### src/gear_shift_scheduler_macros.svh
// ---------------------------------------------------------------------------
// Gear shift scheduler assertion macros
// Shared concurrent assertion forms used by the scheduler RTL.
// ---------------------------------------------------------------------------
`ifndef GEAR_SHIFT_SCHEDULER_MACROS_SVH
`define GEAR_SHIFT_SCHEDULER_MACROS_SVH

// Same-cycle implication, checked out of reset
`define GSS_ASSERT_IMPL(label, clk, rst_n, ante, cons, msg) \
    label: assert property (@(posedge clk) disable iff (!rst_n) (ante) |-> (cons)) \
        else $error(msg);

// Next-cycle implication, checked out of reset
`define GSS_ASSERT_NEXT(label, clk, rst_n, ante, cons, msg) \
    label: assert property (@(posedge clk) disable iff (!rst_n) (ante) |=> (cons)) \
        else $error(msg);

`endif

### src/gss_pkg.sv
// ---------------------------------------------------------------------------
// Gear shift scheduler package
// Codes, thresholds and shared structs of the shift scheduler.
// ---------------------------------------------------------------------------
package gss_pkg;

    // Operation codes
    localparam logic [2:0] OP_TICK         = 3'd0;
    localparam logic [2:0] OP_UP_PRESS     = 3'd1;
    localparam logic [2:0] OP_UP_RELEASE   = 3'd2;
    localparam logic [2:0] OP_DOWN_PRESS   = 3'd3;
    localparam logic [2:0] OP_DOWN_RELEASE = 3'd4;

    // Lever positions
    localparam logic [2:0] LEVER_P     = 3'd0;
    localparam logic [2:0] LEVER_R     = 3'd1;
    localparam logic [2:0] LEVER_N     = 3'd2;
    localparam logic [2:0] LEVER_D     = 3'd3;
    localparam logic [2:0] LEVER_PLUS  = 3'd4;
    localparam logic [2:0] LEVER_MINUS = 3'd5;
    localparam logic [2:0] LEVER_SNV   = 3'd6;

    // Held lever state codes
    localparam logic [2:0] LSTATE_P     = 3'd0;
    localparam logic [2:0] LSTATE_R     = 3'd1;
    localparam logic [2:0] LSTATE_N     = 3'd2;
    localparam logic [2:0] LSTATE_DRIVE = 3'd4;
    localparam logic [2:0] LSTATE_SNV   = 3'd7;

    // Held gear display codes
    localparam logic [7:0] GCODE_BASE = 8'd48;
    localparam logic [7:0] GCODE_P    = 8'd80;
    localparam logic [7:0] GCODE_R    = 8'd82;
    localparam logic [7:0] GCODE_N    = 8'd78;
    localparam logic [7:0] GCODE_SNV  = 8'd255;

    // Drive programs
    localparam logic [2:0] PROG_SPORT   = 3'd0;
    localparam logic [2:0] PROG_COMFORT = 3'd1;
    localparam logic [2:0] PROG_AGILITY = 3'd2;
    localparam logic [2:0] PROG_MANUAL  = 3'd3;
    localparam logic [2:0] PROG_FAIL    = 3'd4;

    // Program display hints
    localparam logic [2:0] DISP_UP_HINT   = 3'd5;
    localparam logic [2:0] DISP_DOWN_HINT = 3'd6;

    // Gear bounds
    localparam logic [2:0] GEAR_LOW  = 3'd1;
    localparam logic [2:0] GEAR_HIGH = 3'd5;

    // Configuration register indexes
    localparam logic [2:0] CFG_REDLINE      = 3'd0;
    localparam logic [2:0] CFG_RATIO_FIRST  = 3'd1;
    localparam logic [2:0] CFG_RATIO_SECOND = 3'd2;
    localparam logic [2:0] CFG_RATIO_THIRD  = 3'd3;
    localparam logic [2:0] CFG_RATIO_FOURTH = 3'd4;
    localparam logic [2:0] CFG_RATIO_FIFTH  = 3'd5;
    localparam logic [2:0] CFG_LIMP         = 3'd6;

    // Configuration reset values
    localparam logic [13:0] REDLINE_RESET = 14'd6500;
    localparam logic [15:0] RATIO1_RESET  = 16'd16105;
    localparam logic [15:0] RATIO2_RESET  = 16'd9863;
    localparam logic [15:0] RATIO3_RESET  = 16'd6087;
    localparam logic [15:0] RATIO4_RESET  = 16'd4096;
    localparam logic [15:0] RATIO5_RESET  = 16'd3400;
    localparam logic [15:0] RATIO_UNITY   = 16'd4096;

    // Shift thresholds per program
    localparam logic [13:0] SPORT_UP     = 14'd3000;
    localparam logic [13:0] SPORT_DOWN   = 14'd1200;
    localparam logic [13:0] COMFORT_UP   = 14'd2000;
    localparam logic [13:0] COMFORT_DOWN = 14'd1200;
    localparam logic [13:0] AGILITY_UP   = 14'd3700;
    localparam logic [13:0] AGILITY_DOWN = 14'd2200;
    localparam logic [13:0] MANUAL_UP    = 14'd9999;
    localparam logic [13:0] MANUAL_DOWN  = 14'd1000;
    localparam logic [13:0] FAIL_UP      = 14'd2500;
    localparam logic [13:0] FAIL_DOWN    = 14'd2000;

    // Manual hints and paddle limit
    localparam logic [14:0] HINT_MARGIN     = 15'd500;
    localparam logic [13:0] DOWN_HINT_RPM   = 14'd1500;
    localparam logic [29:0] PADDLE_UP_LIMIT = 30'd4915200;  // 1200 rpm in Q.12

    typedef struct packed {
        logic [13:0]      redline;
        logic [4:0][15:0] ratio;
        logic             limp;
    } cfg_t;

    typedef struct packed {
        logic [2:0]  current_gear;
        logic [2:0]  program_mode;
        logic [2:0]  program_display;
        logic [7:0]  gear_display_code;
        logic [2:0]  lever_state_code;
        logic        shift_done;
        logic [15:0] forced_engine_rpm;
    } result_t;

endpackage

### src/gss_core.sv
// ---------------------------------------------------------------------------
// Gear shift scheduler core
// Scheduler state and the single-pass decision logic for one transaction.
// ---------------------------------------------------------------------------
module gss_core
    import gss_pkg::*;
(
    input  logic        clk,
    input  logic        rst_n,
    input  logic        accept,
    input  logic [2:0]  operation,
    input  logic [13:0] crank_rpm,
    input  logic [13:0] shaft_rpm_in,
    input  logic [2:0]  lever_position,
    input  logic        program_button,
    input  cfg_t        cfg,
    output result_t     result
);

    // Ratio of a gear, unity for anything outside 1..5
    function automatic logic [15:0] ratio_of(input cfg_t c, input logic [2:0] g);
        logic [15:0] r;
        begin
            unique case (g)
                3'd1:    r = c.ratio[0];
                3'd2:    r = c.ratio[1];
                3'd3:    r = c.ratio[2];
                3'd4:    r = c.ratio[3];
                3'd5:    r = c.ratio[4];
                default: r = RATIO_UNITY;
            endcase
            return r;
        end
    endfunction

    logic [2:0]  gear_reg, gear_next;
    logic [2:0]  program_reg, program_next;
    logic [13:0] prev_rpm_reg, prev_rpm_next;
    logic [13:0] shaft_rpm_reg, shaft_rpm_next;
    logic        button_latch_reg, button_latch_next;
    logic        up_latch_reg, up_latch_next;
    logic        down_latch_reg, down_latch_next;
    logic [7:0]  gear_code_reg, gear_code_next;
    logic [2:0]  lever_code_reg, lever_code_next;

    logic [13:0] up_th, down_th;
    logic        is_tick, is_manual, in_d, at_top, at_bottom;
    logic        want_up, want_down, shifted;
    logic [2:0]  paddle_gear, mul_gear;
    logic [13:0] mul_a;
    logic [15:0] mul_b;
    logic [29:0] product;
    logic [2:0]  display;

    // Thresholds from the held program
    always_comb
    begin
        unique case (program_reg)
            PROG_SPORT:   begin up_th = SPORT_UP;   down_th = SPORT_DOWN;   end
            PROG_COMFORT: begin up_th = COMFORT_UP; down_th = COMFORT_DOWN; end
            PROG_AGILITY: begin up_th = AGILITY_UP; down_th = AGILITY_DOWN; end
            PROG_MANUAL:  begin up_th = MANUAL_UP;  down_th = MANUAL_DOWN;  end
            default:      begin up_th = FAIL_UP;    down_th = FAIL_DOWN;    end
        endcase
    end

    assign is_tick   = (operation == OP_TICK);
    assign is_manual = (program_reg == PROG_MANUAL);
    assign in_d      = (lever_position == LEVER_D);
    assign at_top    = (gear_reg == GEAR_HIGH);
    assign at_bottom = (gear_reg == GEAR_LOW);

    // Tick shift decision
    always_comb
    begin
        want_up   = 1'b0;
        want_down = 1'b0;
        if (is_manual)
        begin
            if (crank_rpm > up_th)
                want_up = 1'b1;
            else if (crank_rpm <= down_th)
                want_down = 1'b1;
        end
        else if (prev_rpm_reg > crank_rpm)
            want_down = (crank_rpm < down_th) && in_d;
        else
            want_up = (crank_rpm > up_th) && in_d;
    end

    // Shared multiplier: paddle check, and forced rpm of the new gear
    assign paddle_gear = (operation == OP_UP_PRESS) ? gear_reg + 3'd1 : gear_reg - 3'd1;
    always_comb
    begin
        if (is_tick)
        begin
            mul_a = shaft_rpm_in;
            priority if (want_up && !at_top)
                mul_gear = gear_reg + 3'd1;
            else if (want_down && !at_bottom)
                mul_gear = gear_reg - 3'd1;
            else
                mul_gear = gear_reg;
        end
        else
        begin
            mul_a    = shaft_rpm_reg;
            mul_gear = paddle_gear;
        end
    end
    assign mul_b   = ratio_of(cfg, mul_gear);
    assign product = 30'(mul_a) * 30'(mul_b);

    // Next state
    always_comb
    begin
        gear_next         = gear_reg;
        program_next      = program_reg;
        prev_rpm_next     = prev_rpm_reg;
        shaft_rpm_next    = shaft_rpm_reg;
        button_latch_next = button_latch_reg;
        up_latch_next     = up_latch_reg;
        down_latch_next   = down_latch_reg;
        gear_code_next    = gear_code_reg;
        lever_code_next   = lever_code_reg;
        shifted           = 1'b0;
        display           = program_reg;

        unique case (operation)
            OP_TICK:
            begin
                shaft_rpm_next = shaft_rpm_in;
                prev_rpm_next  = crank_rpm;
                shifted        = (mul_gear != gear_reg);
                gear_next      = mul_gear;

                // Manual hints look at the gear after the shift
                if (is_manual && ({1'b0, crank_rpm} + HINT_MARGIN >= {1'b0, cfg.redline})
                    && (gear_next != GEAR_HIGH))
                    display = DISP_UP_HINT;
                else if (is_manual && (crank_rpm <= DOWN_HINT_RPM)
                    && (gear_next != GEAR_LOW))
                    display = DISP_DOWN_HINT;

                // Held lever and gear codes; other positions keep them
                unique case (lever_position)
                    LEVER_P:
                    begin
                        lever_code_next = LSTATE_P;
                        gear_code_next  = GCODE_P;
                    end
                    LEVER_R:
                    begin
                        lever_code_next = LSTATE_R;
                        gear_code_next  = GCODE_R;
                    end
                    LEVER_N:
                    begin
                        lever_code_next = LSTATE_N;
                        gear_code_next  = GCODE_N;
                    end
                    LEVER_D, LEVER_PLUS, LEVER_MINUS:
                    begin
                        lever_code_next = LSTATE_DRIVE;
                        gear_code_next  = GCODE_BASE + {5'd0, gear_next};
                    end
                    LEVER_SNV:
                    begin
                        lever_code_next = LSTATE_SNV;
                        gear_code_next  = GCODE_SNV;
                    end
                    default:
                    begin
                    end
                endcase

                // Program button: one step per press, Fail under limp
                if (program_button)
                begin
                    if (cfg.limp)
                        program_next = PROG_FAIL;
                    else if (!button_latch_reg)
                    begin
                        button_latch_next = 1'b1;
                        if (program_reg == PROG_MANUAL)
                            program_next = PROG_SPORT;
                        else if (program_reg != PROG_FAIL)
                            program_next = program_reg + 3'd1;
                    end
                end
                else
                    button_latch_next = 1'b0;
            end
            OP_UP_PRESS:
            begin
                if (!at_top && !up_latch_reg && (product > PADDLE_UP_LIMIT))
                begin
                    gear_next     = paddle_gear;
                    shifted       = 1'b1;
                    up_latch_next = 1'b1;
                end
            end
            OP_UP_RELEASE:
                up_latch_next = 1'b0;
            OP_DOWN_PRESS:
            begin
                if (!at_bottom && !down_latch_reg
                    && (product <= {4'd0, cfg.redline, 12'd0}))
                begin
                    gear_next       = paddle_gear;
                    shifted         = 1'b1;
                    down_latch_next = 1'b1;
                end
            end
            OP_DOWN_RELEASE:
                down_latch_next = 1'b0;
            default:
            begin
            end
        endcase
    end

    // Result of this transaction
    always_comb
    begin
        result.current_gear      = gear_next;
        result.program_mode      = program_next;
        result.program_display   = display;
        result.gear_display_code = gear_code_next;
        result.lever_state_code  = lever_code_next;
        result.shift_done        = shifted;
        if (!shifted)
            result.forced_engine_rpm = 16'd0;
        else if (|product[29:28])
            result.forced_engine_rpm = 16'hFFFF;
        else
            result.forced_engine_rpm = product[27:12];
    end

    // State registers
    always_ff @(posedge clk or negedge rst_n)
    begin
        if (!rst_n)
        begin
            gear_reg         <= GEAR_LOW;
            program_reg      <= PROG_SPORT;
            prev_rpm_reg     <= 14'd0;
            shaft_rpm_reg    <= 14'd0;
            button_latch_reg <= 1'b0;
            up_latch_reg     <= 1'b0;
            down_latch_reg   <= 1'b0;
            gear_code_reg    <= 8'd0;
            lever_code_reg   <= 3'd0;
        end
        else if (accept)
        begin
            gear_reg         <= gear_next;
            program_reg      <= program_next;
            prev_rpm_reg     <= prev_rpm_next;
            shaft_rpm_reg    <= shaft_rpm_next;
            button_latch_reg <= button_latch_next;
            up_latch_reg     <= up_latch_next;
            down_latch_reg   <= down_latch_next;
            gear_code_reg    <= gear_code_next;
            lever_code_reg   <= lever_code_next;
        end
    end

endmodule

### src/gear_shift_scheduler.sv
// ---------------------------------------------------------------------------
// Gear shift scheduler
// Five-speed shift scheduler with configuration registers and output skid.
// ---------------------------------------------------------------------------
// Each transaction (tick or paddle event) is decided in the cycle it is
// accepted and goes to the output register, or to the skid while the output
// stalls; the block takes one transaction per clock while in_stall is low.
// The single 14x16 multiplier in the core serves both the paddle ratio check
// and the forced engine rpm. A two-entry output buffer (output register plus
// skid) lets input keep flowing while one result waits; in_stall rises only
// when both entries are full. Configuration writes take effect on the next
// transaction and should be done while the block is idle.
// ---------------------------------------------------------------------------
`include "gear_shift_scheduler_macros.svh"

module gear_shift_scheduler
    import gss_pkg::*;
(
    input  logic        clk,
    input  logic        rst_n,
    // configuration write port
    input  logic        cfg_write,
    input  logic [2:0]  cfg_index,
    input  logic [15:0] cfg_data,
    // input channel
    input  logic        in_valid,
    output logic        in_stall,
    input  logic [2:0]  operation,
    input  logic [13:0] crank_rpm,
    input  logic [13:0] shaft_rpm_in,
    input  logic [2:0]  lever_position,
    input  logic        program_button,
    // output channel
    output logic        out_valid,
    input  logic        out_stall,
    output logic [2:0]  current_gear,
    output logic [2:0]  program_mode,
    output logic [2:0]  program_display,
    output logic [7:0]  gear_display_code,
    output logic [2:0]  lever_state_code,
    output logic        shift_done,
    output logic [15:0] forced_engine_rpm
);

    cfg_t    cfg_reg;
    result_t result;
    result_t out_reg;
    result_t skid_reg;
    logic    out_valid_reg;
    logic    skid_valid_reg;
    logic    accept;
    logic    out_free;

    assign in_stall = skid_valid_reg;
    assign accept   = in_valid && !skid_valid_reg;
    assign out_free = !out_valid_reg || !out_stall;

    // Configuration registers
    always_ff @(posedge clk or negedge rst_n)
    begin
        if (!rst_n)
        begin
            cfg_reg.redline  <= REDLINE_RESET;
            cfg_reg.ratio[0] <= RATIO1_RESET;
            cfg_reg.ratio[1] <= RATIO2_RESET;
            cfg_reg.ratio[2] <= RATIO3_RESET;
            cfg_reg.ratio[3] <= RATIO4_RESET;
            cfg_reg.ratio[4] <= RATIO5_RESET;
            cfg_reg.limp     <= 1'b0;
        end
        else if (cfg_write)
        begin
            unique case (cfg_index)
                CFG_REDLINE:      cfg_reg.redline  <= cfg_data[13:0];
                CFG_RATIO_FIRST:  cfg_reg.ratio[0] <= cfg_data;
                CFG_RATIO_SECOND: cfg_reg.ratio[1] <= cfg_data;
                CFG_RATIO_THIRD:  cfg_reg.ratio[2] <= cfg_data;
                CFG_RATIO_FOURTH: cfg_reg.ratio[3] <= cfg_data;
                CFG_RATIO_FIFTH:  cfg_reg.ratio[4] <= cfg_data;
                CFG_LIMP:         cfg_reg.limp     <= cfg_data[0];
                default:
                begin
                end
            endcase
        end
    end

    // Decision logic and scheduler state
    gss_core u_core (
        .clk            (clk),
        .rst_n          (rst_n),
        .accept         (accept),
        .operation      (operation),
        .crank_rpm      (crank_rpm),
        .shaft_rpm_in   (shaft_rpm_in),
        .lever_position (lever_position),
        .program_button (program_button),
        .cfg            (cfg_reg),
        .result         (result)
    );

    // Output buffer valid flags
    always_ff @(posedge clk or negedge rst_n)
    begin
        if (!rst_n)
        begin
            out_valid_reg  <= 1'b0;
            skid_valid_reg <= 1'b0;
        end
        else if (out_free)
        begin
            out_valid_reg  <= skid_valid_reg || accept;
            skid_valid_reg <= 1'b0;
        end
        else if (accept)
            skid_valid_reg <= 1'b1;
    end

    // Output buffer payload
    always_ff @(posedge clk)
    begin
        if (out_free)
        begin
            if (skid_valid_reg)
                out_reg <= skid_reg;
            else if (accept)
                out_reg <= result;
        end
        else if (accept)
            skid_reg <= result;
    end

    assign out_valid         = out_valid_reg;
    assign current_gear      = out_reg.current_gear;
    assign program_mode      = out_reg.program_mode;
    assign program_display   = out_reg.program_display;
    assign gear_display_code = out_reg.gear_display_code;
    assign lever_state_code  = out_reg.lever_state_code;
    assign shift_done        = out_reg.shift_done;
    assign forced_engine_rpm = out_reg.forced_engine_rpm;

    // Checks
    `GSS_ASSERT_IMPL(a_skid_behind_out, clk, rst_n, skid_valid_reg, out_valid_reg, "skid full with output empty")
    `GSS_ASSERT_IMPL(a_gear_range, clk, rst_n, out_valid_reg, (current_gear >= GEAR_LOW) && (current_gear <= GEAR_HIGH), "gear out of range")
    `GSS_ASSERT_IMPL(a_forced_zero, clk, rst_n, out_valid_reg && !shift_done, forced_engine_rpm == 16'd0, "forced rpm without shift")
    `GSS_ASSERT_NEXT(a_stall_keeps, clk, rst_n, out_valid_reg && out_stall, out_valid_reg, "result dropped while stalled")

endmodule
### config.mk
export PLATFORM = sky130hd
export DESIGN_NAME = gear_shift_scheduler
export DESIGN_NICKNAME = d
export VERILOG_FILES = /design/src/gss_pkg.sv /design/src/gss_core.sv /design/src/gear_shift_scheduler.sv
export VERILOG_INCLUDE_DIRS = /design/src /design/src/src
export SDC_FILE = /design/constraint.sdc
export NUM_CORES = 1
export LEC_CHECK = 0
export ABC_AREA = 1
export BUFFER_PORTS_ARGS = -buffer_cell sky130_fd_sc_hd__buf_2
export CAP_MARGIN = 20
export CORE_UTILIZATION = 50
export CTS_CLUSTER_DIAMETER = 100
export DETAILED_ROUTE_END_ITERATION = 12
export GPL_ROUTABILITY_DRIVEN = 1
export GPL_TIMING_DRIVEN = 0
export PLACE_DENSITY = 0.71
export SLEW_MARGIN = 15
export SYNTH_ARGS = -nofsm -noshare
export SYNTH_HDL_FRONTEND = slang
export SYNTH_SLANG_ARGS = --single-unit
### constraint.sdc
create_clock -name clk -period 12.4 [get_ports clk]
set_input_delay 0.62 -clock clk [delete_from_list [all_inputs] [get_ports clk]]
set_output_delay 0.62 -clock clk [all_outputs]
set_load 0.02 [all_outputs]
After elaboration in Yosys (flattened, before gate mapping)
Index checks and enable logic that the tools add are counted.
{"block": "word_totals", "reg_bits": 219, "inputBits": 59, "output_inout_bits": 39, "wordCells": 172}
{"block": "op_classes", "add_sub_neg": 5, "multipliers": 1, "n_lt_le_gt_ge": 8, "eq_ne": 33, "mux": 46, "n_bitwise": 1, "n_reduce_logical": 46}
{"op": "16-bit one-hot mux with 5 select lines", "count": 1}
{"op": "37-bit two-way mux", "count": 2}
{"op": "14-bit one-hot mux with 4 select lines", "count": 1}
{"op": "3-bit two-way mux", "count": 16}
{"op": "8-bit one-hot mux with 5 select lines", "count": 1}
{"op": "12-bit one-hot mux with 3 select lines", "count": 1}
{"op": "16-bit two-way mux", "count": 2}
{"op": "3-bit by 2-bit equality test with 1-bit output (second input constant)", "count": 10}
{"op": "3-bit equality test (second input constant)", "count": 10}
{"op": "30-bit by 23-bit > comparator with 1-bit output (second input constant)", "count": 1}
{"op": "30-bit by 26-bit less-or-equal comparator with 1-bit output", "count": 1}
{"op": "14-bit by 16-bit multiplier with 30-bit output", "count": 1}
{"op": "14-bit > comparator", "count": 2}
{"op": "2-bit AND reduction", "count": 10}
{"op": "3-bit by 1-bit equality test with 1-bit output (second input constant)", "count": 6}
{"op": "14-bit by 9-bit adder with 15-bit output (second input constant)", "count": 1}
{"op": "15-bit by 14-bit greater-or-equal comparator with 1-bit output", "count": 1}
{"op": "1-bit two-way mux", "count": 15}
{"op": "3-bit one-hot mux with 5 select lines", "count": 1}
{"op": "14-bit by 11-bit less-or-equal comparator with 1-bit output (second input constant)", "count": 1}
{"op": "14-bit by 12-bit less-or-equal comparator with 1-bit output", "count": 1}
{"op": "14-bit by 12-bit less-than comparator with 1-bit output", "count": 1}
{"op": "14-bit two-way mux", "count": 1}
{"op": "1-bit logical AND", "count": 13}
{"op": "other kinds (20)", "count": 40}

Logic depth before layout (Yosys ltp)
Gate-level depths: netlist of run 1.
{"block": "logic_depth", "word_depth": 21, "depth_mapped": 69, "ltp_nobuf": 67}

By module
A second synthesis of run 1 with hierarchy kept.
{"block": "unflattened", "cells_unflattened": 2349, "area_unflattened_um2": 19287.2}
{"module": "gss_core", "n_inst": 1, "cells_per_inst": 1723, "area_each_um2": 12685.9, "seq_area_each_um2": 1202.4}
{"module": "gear_shift_scheduler", "n_inst": 1, "cells_per_inst": 626, "area_each_um2": 6601.3, "seq_area_each_um2": 4697.0}

Least setup slack after synthesis of run 1
OpenSTA, ideal clock, no wires.
{"block": "synth_path", "path_kind": "register to register", "start": "register u_core.program_reg[2]", "end": "register out_reg (netlist bit forced_engine_rpm[10]) (data pin)", "setup_time_ns": 0.145, "t_arrival_ns": 9.763, "required_ns": 12.255, "setup_slack_ns": 2.493, "stages_incl_launch_ff": 63, "path_buffers": 4, "synth_period_minus_slack_ns": 9.907, "path_cell_list": "dfrtp_1 clkbuf_1 clkinv_1 ha_1 clkbuf_1 nor3_1 ha_1 nand2_1 inv_1 nand2_1 nand2_1 a21oi_1 nand2_1 nand2_2 nand2_1 nand2_2 nand3_2 nand2_1 [... 27 more ...] nand2_1 nand2_1 nand2_1 nand2_1 nand2_1 nand2_1 ha_1 nand2_1 inv_1 nand4_1 nor4b_1 nand3_2 nand2_4 nand3_2 nand3_4 buf_12 nand2_4 o21ai_2"}
{"item": "from (decl)", "line_no": "gss_core.sv:37", "text": "logic [2:0] program_reg, program_next;"}
{"item": "from (signal assigned)", "line_no": "gss_core.sv:258", "text": "program_reg <= program_next;"}
{"item": "to (signal assigned)", "line_no": "gear_shift_scheduler.sv:125", "text": "out_reg <= skid_reg;"}
{"item": "to (signal assigned)", "line_no": "gear_shift_scheduler.sv:127", "text": "out_reg <= result;"}
{"item": "to (decl)", "line_no": "gear_shift_scheduler.sv:47", "text": "result_t out_reg;"}

Final worst setup path of run 1
{"block": "layout_path", "start": "register u_core.program_reg[2]", "end": "register out_reg (netlist bit forced_engine_rpm[3]) (data pin)"}
{"block": "layout_between", "elab_chain_len": 21, "elab_cells_between_ends": 44, "classes_between": "mul (1); order compare (5); eq/ne (9); mux (20); reduce/logical (9)"}
{"item": "3-bit by 1-bit equality test with 1-bit output or 3-bit zero test (tied branches)", "line_no": "gss_core.sv:58", "text": "unique case (program_reg)"}
{"item": "2-bit OR reduction (no source line)"}
{"item": "12-bit one-hot mux with 3 select lines", "line_no": "gss_core.sv:58"}
{"item": "14-bit by 12-bit less-or-equal comparator with 1-bit output or 14-bit by 12-bit less-than comparator with 1-bit output (tied branches)", "line_no": "gss_core.sv:82, gss_core.sv:86"}
{"item": "1-bit two-way mux or 1-bit logical AND (tied branches)", "line_no": "gss_core.sv:82, gss_core.sv:86"}
{"item": "1-bit two-way mux (on tied branches)", "line_no": "gss_core.sv:80, gss_core.sv:85"}
{"item": "1-bit two-way mux", "line_no": "gss_core.sv:78", "text": "if (is_manual)"}
{"item": "1-bit logical AND", "line_no": "gss_core.sv:100", "text": "else if (want_down && !at_bottom)"}
{"item": "[... 5 more ...]"}
{"item": "14-bit by 16-bit multiplier with 30-bit output", "line_no": "gss_core.sv:112", "text": "assign product = 30'(mul_a) * 30'(mul_b);"}
{"item": "30-bit by 26-bit less-or-equal comparator with 1-bit output or 30-bit by 23-bit > comparator with 1-bit output (tied branches)", "line_no": "gss_core.sv:208, gss_core.sv:196"}
{"item": "1-bit logical AND (on tied branches)", "line_no": "gss_core.sv:208, gss_core.sv:196"}
{"item": "1-bit two-way mux (on tied branches)", "line_no": "gss_core.sv:207, gss_core.sv:196"}
{"item": "1-bit one-hot mux with 3 select lines", "line_no": "gss_core.sv:129", "text": "unique case (operation)"}
{"item": "16-bit two-way mux *", "line_no": "gss_core.sv:232", "text": "if (!shifted)"}
{"item": "37-bit two-way mux *", "line_no": "gear_shift_scheduler.sv:126", "text": "else if (accept)"}
{"item": "37-bit two-way mux *", "line_no": "gear_shift_scheduler.sv:124", "text": "if (skid_valid_reg)"}
Mark *: on every way between the ends. The rest lies on a longest branch, timed or not. The select of a mux whose other input is x is not followed.
A chain may end at the register's enable or synchronous reset.

==> results.sh, run 1 <==
export IMPL_status="finished, final reports clean"
export IMPL_clock_latency_ns=0.54
export IMPL_ys_seq_area_share_pct=30.4
export IMPL_via_count=16336
export IMPL_postSynthCellCount=2346
export IMPL_finalMaxSlewViolations=0
export IMPL_setup_viol=0
export IMPL_dr_first_iter_drc_count=1368
export IMPL_finalCriticalPeriod_ns=11.78
export IMPL_synth_edf_count=74
export IMPL_finalCritPeriodShare_pct=95.0
export IMPL_drt_wl_total_mm=53.3
export IMPL_crit_path_frequent_cell="nand2_1"
export IMPL_cp_data_required_time_ns=12.72
export IMPL_grt_use_total_pct=27.8
export IMPL_die_w_um=199
export IMPL_cts_sinks=219
export IMPL_cp_start_kind="flip-flop"
export IMPL_fmax_mhz=84.9
export IMPL_final_fill_count=3436
export IMPL_io_buffers=97
export IMPL_vias_per_cell=5.45
export IMPL_cts_setup_buffers=0
export IMPL_critPathArrivalTime_ns=12.11
export IMPL_die_h_um=199
export IMPL_root_buffer="clkbuf_16"
export IMPL_ys_ff_latch=219
export IMPL_antenna_found_initial=2
export IMPL_rows=71
export IMPL_cts_htree_levels=1
export IMPL_max_slew_margin_rel_pct=23.2
export IMPL_initial_core_util_pct=51.1
export IMPL_dp_hpwl_mm=42.2
export IMPL_r2r_start="u_core.program_reg[2]"
export IMPL_final_layout_size_suffix_gt1_share_pct=12.0
export IMPL_numCtsBuffers=22
export IMPL_grt_pass1_vias=16259
export IMPL_cp_slowest_cell="nor2_1"
export IMPL_cp_end_kind="flip-flop"
export IMPL_dr_pass1_iters=6
export IMPL_drc=0
export IMPL_cts_tree="done"
export IMPL_hold_viol=0
export IMPL_yosys_warnings=0
export IMPL_core_area_mm2=0.0379
export IMPL_async_flop_share_pct=66.2
export IMPL_tns_ns=0
export IMPL_gp_congestion=1.01
export IMPL_nNetsFinal=2860
export IMPL_gr_total_overflow=0
export IMPL_synthDistinctLibCells=60
export IMPL_ant_nets=0
export IMPL_wl_per_cell_um=17.8
export IMPL_grt_pass1_wl_mm=85.1
export IMPL_worstMarginPinSlew_ns=1.14
export IMPL_syn_nets=2736
export IMPL_grt_max_degree=77
export IMPL_min_path_type="input port to async pin"
export IMPL_fin_skew_ns=0.0293
export IMPL_ys_flop_type="dfrtp_1"
export IMPL_slowest_delay_ns=0.75
export IMPL_cp_max_fo=10
export IMPL_crit_start="u_core.program_reg[2]"
export IMPL_syn_avg_cell_area_um2=8.26
export IMPL_io_pins=98
export IMPL_critPathKind="flip-flop to flip-flop"
export IMPL_areaGrowthSynthToFinish_pct=10.6
export IMPL_clk_pin_slew_ns=0.07
export IMPL_cts_buffer_depth=3
export IMPL_dieArea_mm2=0.0395
export IMPL_largest_register_ffs=95
export IMPL_cap_viol_max_count=0
export IMPL_synth_area_mm2=0.0194
-- repair_timing --
action | 4_1_cts | 5_1_grt
hold buffers | 0 | 0
resized for setup | 0 | 19
hold endpoints to repair | 0 | 0
setup endpoints to repair | 0 | 45
-- layer usage --
metal	GRT usage, %	share of wire, %	vias up
li1	-	-	7653
met1	38.2	44	7937
met2	45.2	46	634
met3	4.02	7.3	112
met4	8.49	3.0	0
met5	0	0	-
-- placed cells by master (no fill, tap or decap), drive strengths merged, types with 3 or more instances in the layout --
cell type  count
a21oi         58
a22o          15
a31oi          7
and2           4
buf          108
clkbuf        83
clkinv        15
dfrtp        106
dfstp         39
edfxtp        74
fa           165
ha           166
inv          407
nand2        612
nand3         90
nand4         19
nor2         195
nor3          18
nor3b          4
o211ai         4
o21ai        206
o21bai         7
o31ai          3
or2           20
xnor2          7
xor2          28
-- cell usage after synthesis, types with 16 or more instances --
cell,count,share of area (%)
nand2_1,594,12
inv_1,397,7.7
nor2_1,184,3.6
o21ai_0,180,4.6
ha_1,166,11
fa_1,165,17
dfrtp_1,106,14
nand3_1,77,2.0
edfxtp_1,74,11
a21oi_1,54,1.4
clkbuf_1,50,0.97
dfstp_2,39,5.3
xor2_1,27,1.2
or2_2,20,0.65
nand4_1,17,0.55
nor3_1,16,0.41
-- worst paths after layout --
path / endpoint / slack, ns / cells after the start
worst max-delay path: forced_engine_rpm[3] / 0.62 / 54
max in group asynchronous: u_core.gear_reg[0] / 11.55 / 2
worst max register to register: forced_engine_rpm[3] / 0.62 / 54
min in group clk: u_core.prev_rpm_reg[0] / 0.34 / 3
worst min-delay path: cfg_reg[25] / 0.04 / 1
worst min register to register: u_core.shaft_rpm_reg[8] / 0.48 / 2
-- cell families (layout without fill, tap and decap cells) --
logic type / after synthesis / count (layout) / share of synthesized area (%)
muxes: 1 / 1 / 0.0517
AOI/OAI and AO/OA: 319 / 319 / 9.50
adders and majority gates: 331 / 331 / 27.8
other: 0 / 2 / 0
xor gates and xnor gates: 35 / 35 / 1.62
and+or+nand+nor: 967 / 967 / 21.3
DFF: 219 / 219 / 30.4
buffers and inverters: 474 / 614 / 9.32
-- per-stage QoR --
stage / instances / hold WS, ns / utilization (%) / cell area [µm²] / setup WS, ns
6_report: 2999 / 0.0369 / 56.5 / 21400 / 0.616
3_3_place_gp: 2954 / 0.459 / 54.1 / 20500 / -0.0574
4_1_cts: 2998 / 0.0547 / 56.3 / 21400 / 0.0621
3_5_place_dp: 2958 / 0.466 / 54.4 / 20600 / 0.142
5_1_grt: 2999 / 0.0766 / 56.5 / 21400 / -0.0221
2_1_floorplan: 2346 / 0.324 / - / 19400 / 2.49
-- layout make-up --
class / instances / area [µm²] / area share, %
Multi-Input combinational cell: 1653 / 11700 / 54.8
Tap cell: 511 / 639 / 2.98
Sequential cell: 219 / 5900 / 27.5
Clock buffer: 34 / 707 / 3.30
Timing Repair Buffer: 101 / 583 / 2.72
Buffer: 56 / 236 / 1.10
Inverter: 417 / 1570 / 7.32
Antenna cell: 2 / 5.00 / 0.0234
Clock inverter: 6 / 47.5 / 0.222
-- worst max-delay path: cells and delay by family (launching register included) --
kind                     cells  cell delay [ns]
buffers and inverters       11             1.60
adder cells (fa/ha/maj)     10             3.96
flip-flops                   1             0.53
XOR/XNOR                     1             0.41
AND/OR/NAND/NOR             24             3.50
AO/OA/AOI/OAI                8             1.53
Power of run 1 is not shown: default switching activity piles up to over one toggle a cycle in this logic, so the estimate is an artifact.
==> run 2, diff against run 1 <==
SYNTH_HIERARCHICAL = 1   (was unset)
==> run 2 against run 1 <==
Core utilization up 0.70 points. Sequential cell count unchanged. Fmax increased by 0.36%. Worst setup slack improved by 0.042 ns. Global-route usage down 0.74 points. Critical path depth is 7 higher. Wire length down 2.2%. Sequential share of layout area shrank 0.28 points. First-iteration DRC count decreased by 5.0%.
==> results.sh, run 2 <==
export IMPL_status="finished, final reports clean"
export IMPL_cp_end_kind="flip-flop"
export IMPL_io_pins=98
export IMPL_ff2ff_setup_slack_ns=0.66
export IMPL_holdWs_ns=0.0405
export IMPL_synth_commonest_cells="nand2_1 (641), inv_1 (375), nor2_1 (177)"
export IMPL_multi_input_area_mm2=0.0118
export IMPL_critPathArrivalTime_ns=12.11
export IMPL_dp_hpwl_mm=41.1
export IMPL_min_path_type="input port to async pin"
export IMPL_synthDistinctLibCells=61
export IMPL_cap_viol_max_count=0
export IMPL_cp_max_fo=10
export IMPL_core_area_mm2=0.0378
export IMPL_cp_data_required_time_ns=12.77
export IMPL_dr_first_iter_drc_count=1299
export IMPL_via_count=16364
export IMPL_syn_avg_cell_area_um2=8.21
export IMPL_dp_cells=2962
export IMPL_yosys_warnings=6
export IMPL_most_common_layout_cells="nand2_1 (640), inv_1 (374), nor2_1 (170)"
export IMPL_crit_path_frequent_cell="nand2_1"
export IMPL_tns_ns=0
export IMPL_ant_nets=0
export IMPL_numCtsBuffers=26
export IMPL_crit_start="u_core/program_reg[0]"
export IMPL_regArea_mm2=0.00590
export IMPL_cp_slowest_cell="fa_1"
export IMPL_cts_sinks=219
export IMPL_rows=71
export IMPL_synth_area_mm2=0.0193
export IMPL_cp_start_kind="flip-flop"
export IMPL_drc=0
export IMPL_nNetsFinal=2875
export IMPL_antenna_found_initial=1
export IMPL_r2r_start="u_core/program_reg[0]"
export IMPL_gp_congestion=0.941
export IMPL_final_fill_count=3410
export IMPL_async_flop_share_pct=66.2
export IMPL_dieArea_mm2=0.0394
export IMPL_yosysMostFrequentCell="nand2_1"
export IMPL_cp_depth=61
export IMPL_path_delay_family="adder cells"
export IMPL_ys_seq_area_share_pct=30.6
export IMPL_rr_endpoint="forced_engine_rpm[10]"
export IMPL_clk_pin_slew_ns=0.06
export IMPL_vias_per_cell=5.42
export IMPL_synthTopCellsByArea="fa_1 (17%), dfrtp_1 (14%), nand2_1 (12%)"
export IMPL_critPathKind="flip-flop to flip-flop"
export IMPL_hold_viol=0
export IMPL_finalMaxSlewViolations=0
export IMPL_die_w_um=198
export IMPL_slowest_delay_ns=0.56
export IMPL_areaGrowthSynthToFinish_pct=12.2
export IMPL_fin_skew_ns=0.0153
export IMPL_synth_largest_area_cell="fa_1"
export IMPL_max_slew_margin_rel_pct=30.5
export IMPL_synth_edf_count=74
export IMPL_gr_total_overflow=0
export IMPL_grt_use_total_pct=27.0
export IMPL_ys_ff_latch=219
export IMPL_worstMarginPinSlew_ns=1.04
export IMPL_ff2ff_path_depth=61
export IMPL_io_buffers=97
export IMPL_worstSetupEndpoint="forced_engine_rpm[10]"
export IMPL_post_route_util_pct=57.2
export IMPL_cts_buffer_depth=3
export IMPL_drt_wl_total_mm=52.1
export IMPL_die_h_um=198
export IMPL_ys_flop_type="dfrtp_1"
export IMPL_largest_register_ffs=95
export IMPL_syn_nets=2736
export IMPL_grt_pass1_vias=15985
export IMPL_cts_hold_buf=0
export IMPL_worst_path_buf_inv=14
export IMPL_fmax_mhz=85.2
export IMPL_setup_viol=0
export IMPL_rsz0062_at_grt="no"
export IMPL_layout_commonest_cell="nand2_1"
export IMPL_finalCritPeriodShare_pct=94.7
export IMPL_cts_htree_levels=1
export IMPL_synth_top_area_share_pct=17.1
export IMPL_finalCriticalPeriod_ns=11.74
export IMPL_grt_max_degree=79
export IMPL_wl_per_cell_um=17.3
export IMPL_final_layout_size_suffix_gt1_share_pct=12.7
export IMPL_clock_latency_ns=0.57
export IMPL_grt_pass1_wl_mm=82.9
export IMPL_initial_core_util_pct=51.0
export IMPL_postSynthCellCount=2349
export IMPL_root_buffer="clkbuf_16"
export IMPL_cts_tree="done"
export IMPL_dr_pass1_iters=5
export IMPL_layout_cells_non_filler=3020
-- run 2: cell types whose count changed in the layout (fill, tap and decap cells not counted), moves of 11 or more --
cell,previous run,this run
buf_2,103,117
buf_4,0,11
clkbuf_1,49,35
inv_1,397,374
nand2_1,594,640
nand3_1,77,135
nor2_4,4,16
o21ai_0,180,123
o21ai_2,12,1
-- run 2: through the flow --
stage	cell area (µm²)	setup slack [ns]
floorplan	19300	2.34
global placement	20400	0.311
detailed placement	20500	0.204
CTS	21400	0.132
global route	21600	0.00249
finish	21600	0.658
-- run 2: timing repair --
action | 4_1_cts | 5_1_grt
resized for setup | 0 | 32
endpoints found under the setup margin | 0 | 45
setup buffers | 0 | 8
-- run 2: cell type report --
| class | count | share of cell area [%] |
|---|---|---|
| clock buffers | 31 | 3.09 |
| clock inverters | 17 | 1.11 |
| inverters | 395 | 6.85 |
| well taps | 511 | 2.95 |
| plain buffers | 60 | 1.34 |
| flip-flops and latches | 219 | 27.3 |
| diodes | 1 | 0.0116 |
| multi-input cells | 1676 | 54.3 |
| repair buffers | 110 | 3.06 |
-- run 2: per-layer routing --
layer  wire length [µm]  vias to the layer above  global-route usage, %
li1                   -                     7705                      -
met1              22400                     7902                   37.3
met2              23900                      641                   43.3
met3               3960                      114                   3.88
met4               1860                        2                   9.70
met5                 13                        -                      0
-- run 2: cell families after synthesis --
| logic type | Yosys count | share of synthesized area [%] |
|---|---|---|
| simple gates | 1051 | 23.1 |
| xor+xnor | 35 | 1.59 |
| compound gates | 261 | 7.87 |
| fa+ha+maj | 328 | 27.7 |
| buf+inv | 455 | 9.15 |
| flops | 219 | 30.6 |
-- run 2: worst min-delay path by stage --
stage / startpoint / to / cells past startpoint
floorplan: rst_n / cfg_reg[0] / 0
global placement: cfg_reg[24] / cfg_reg[24] / 2
detailed placement: cfg_reg[11] / cfg_reg[11] / 2
CTS: rst_n / cfg_reg[15] / 1
global route: rst_n / cfg_reg[15] / 1
finish: rst_n / cfg_reg[15] / 1
Power of run 2 is left out for the same reason.
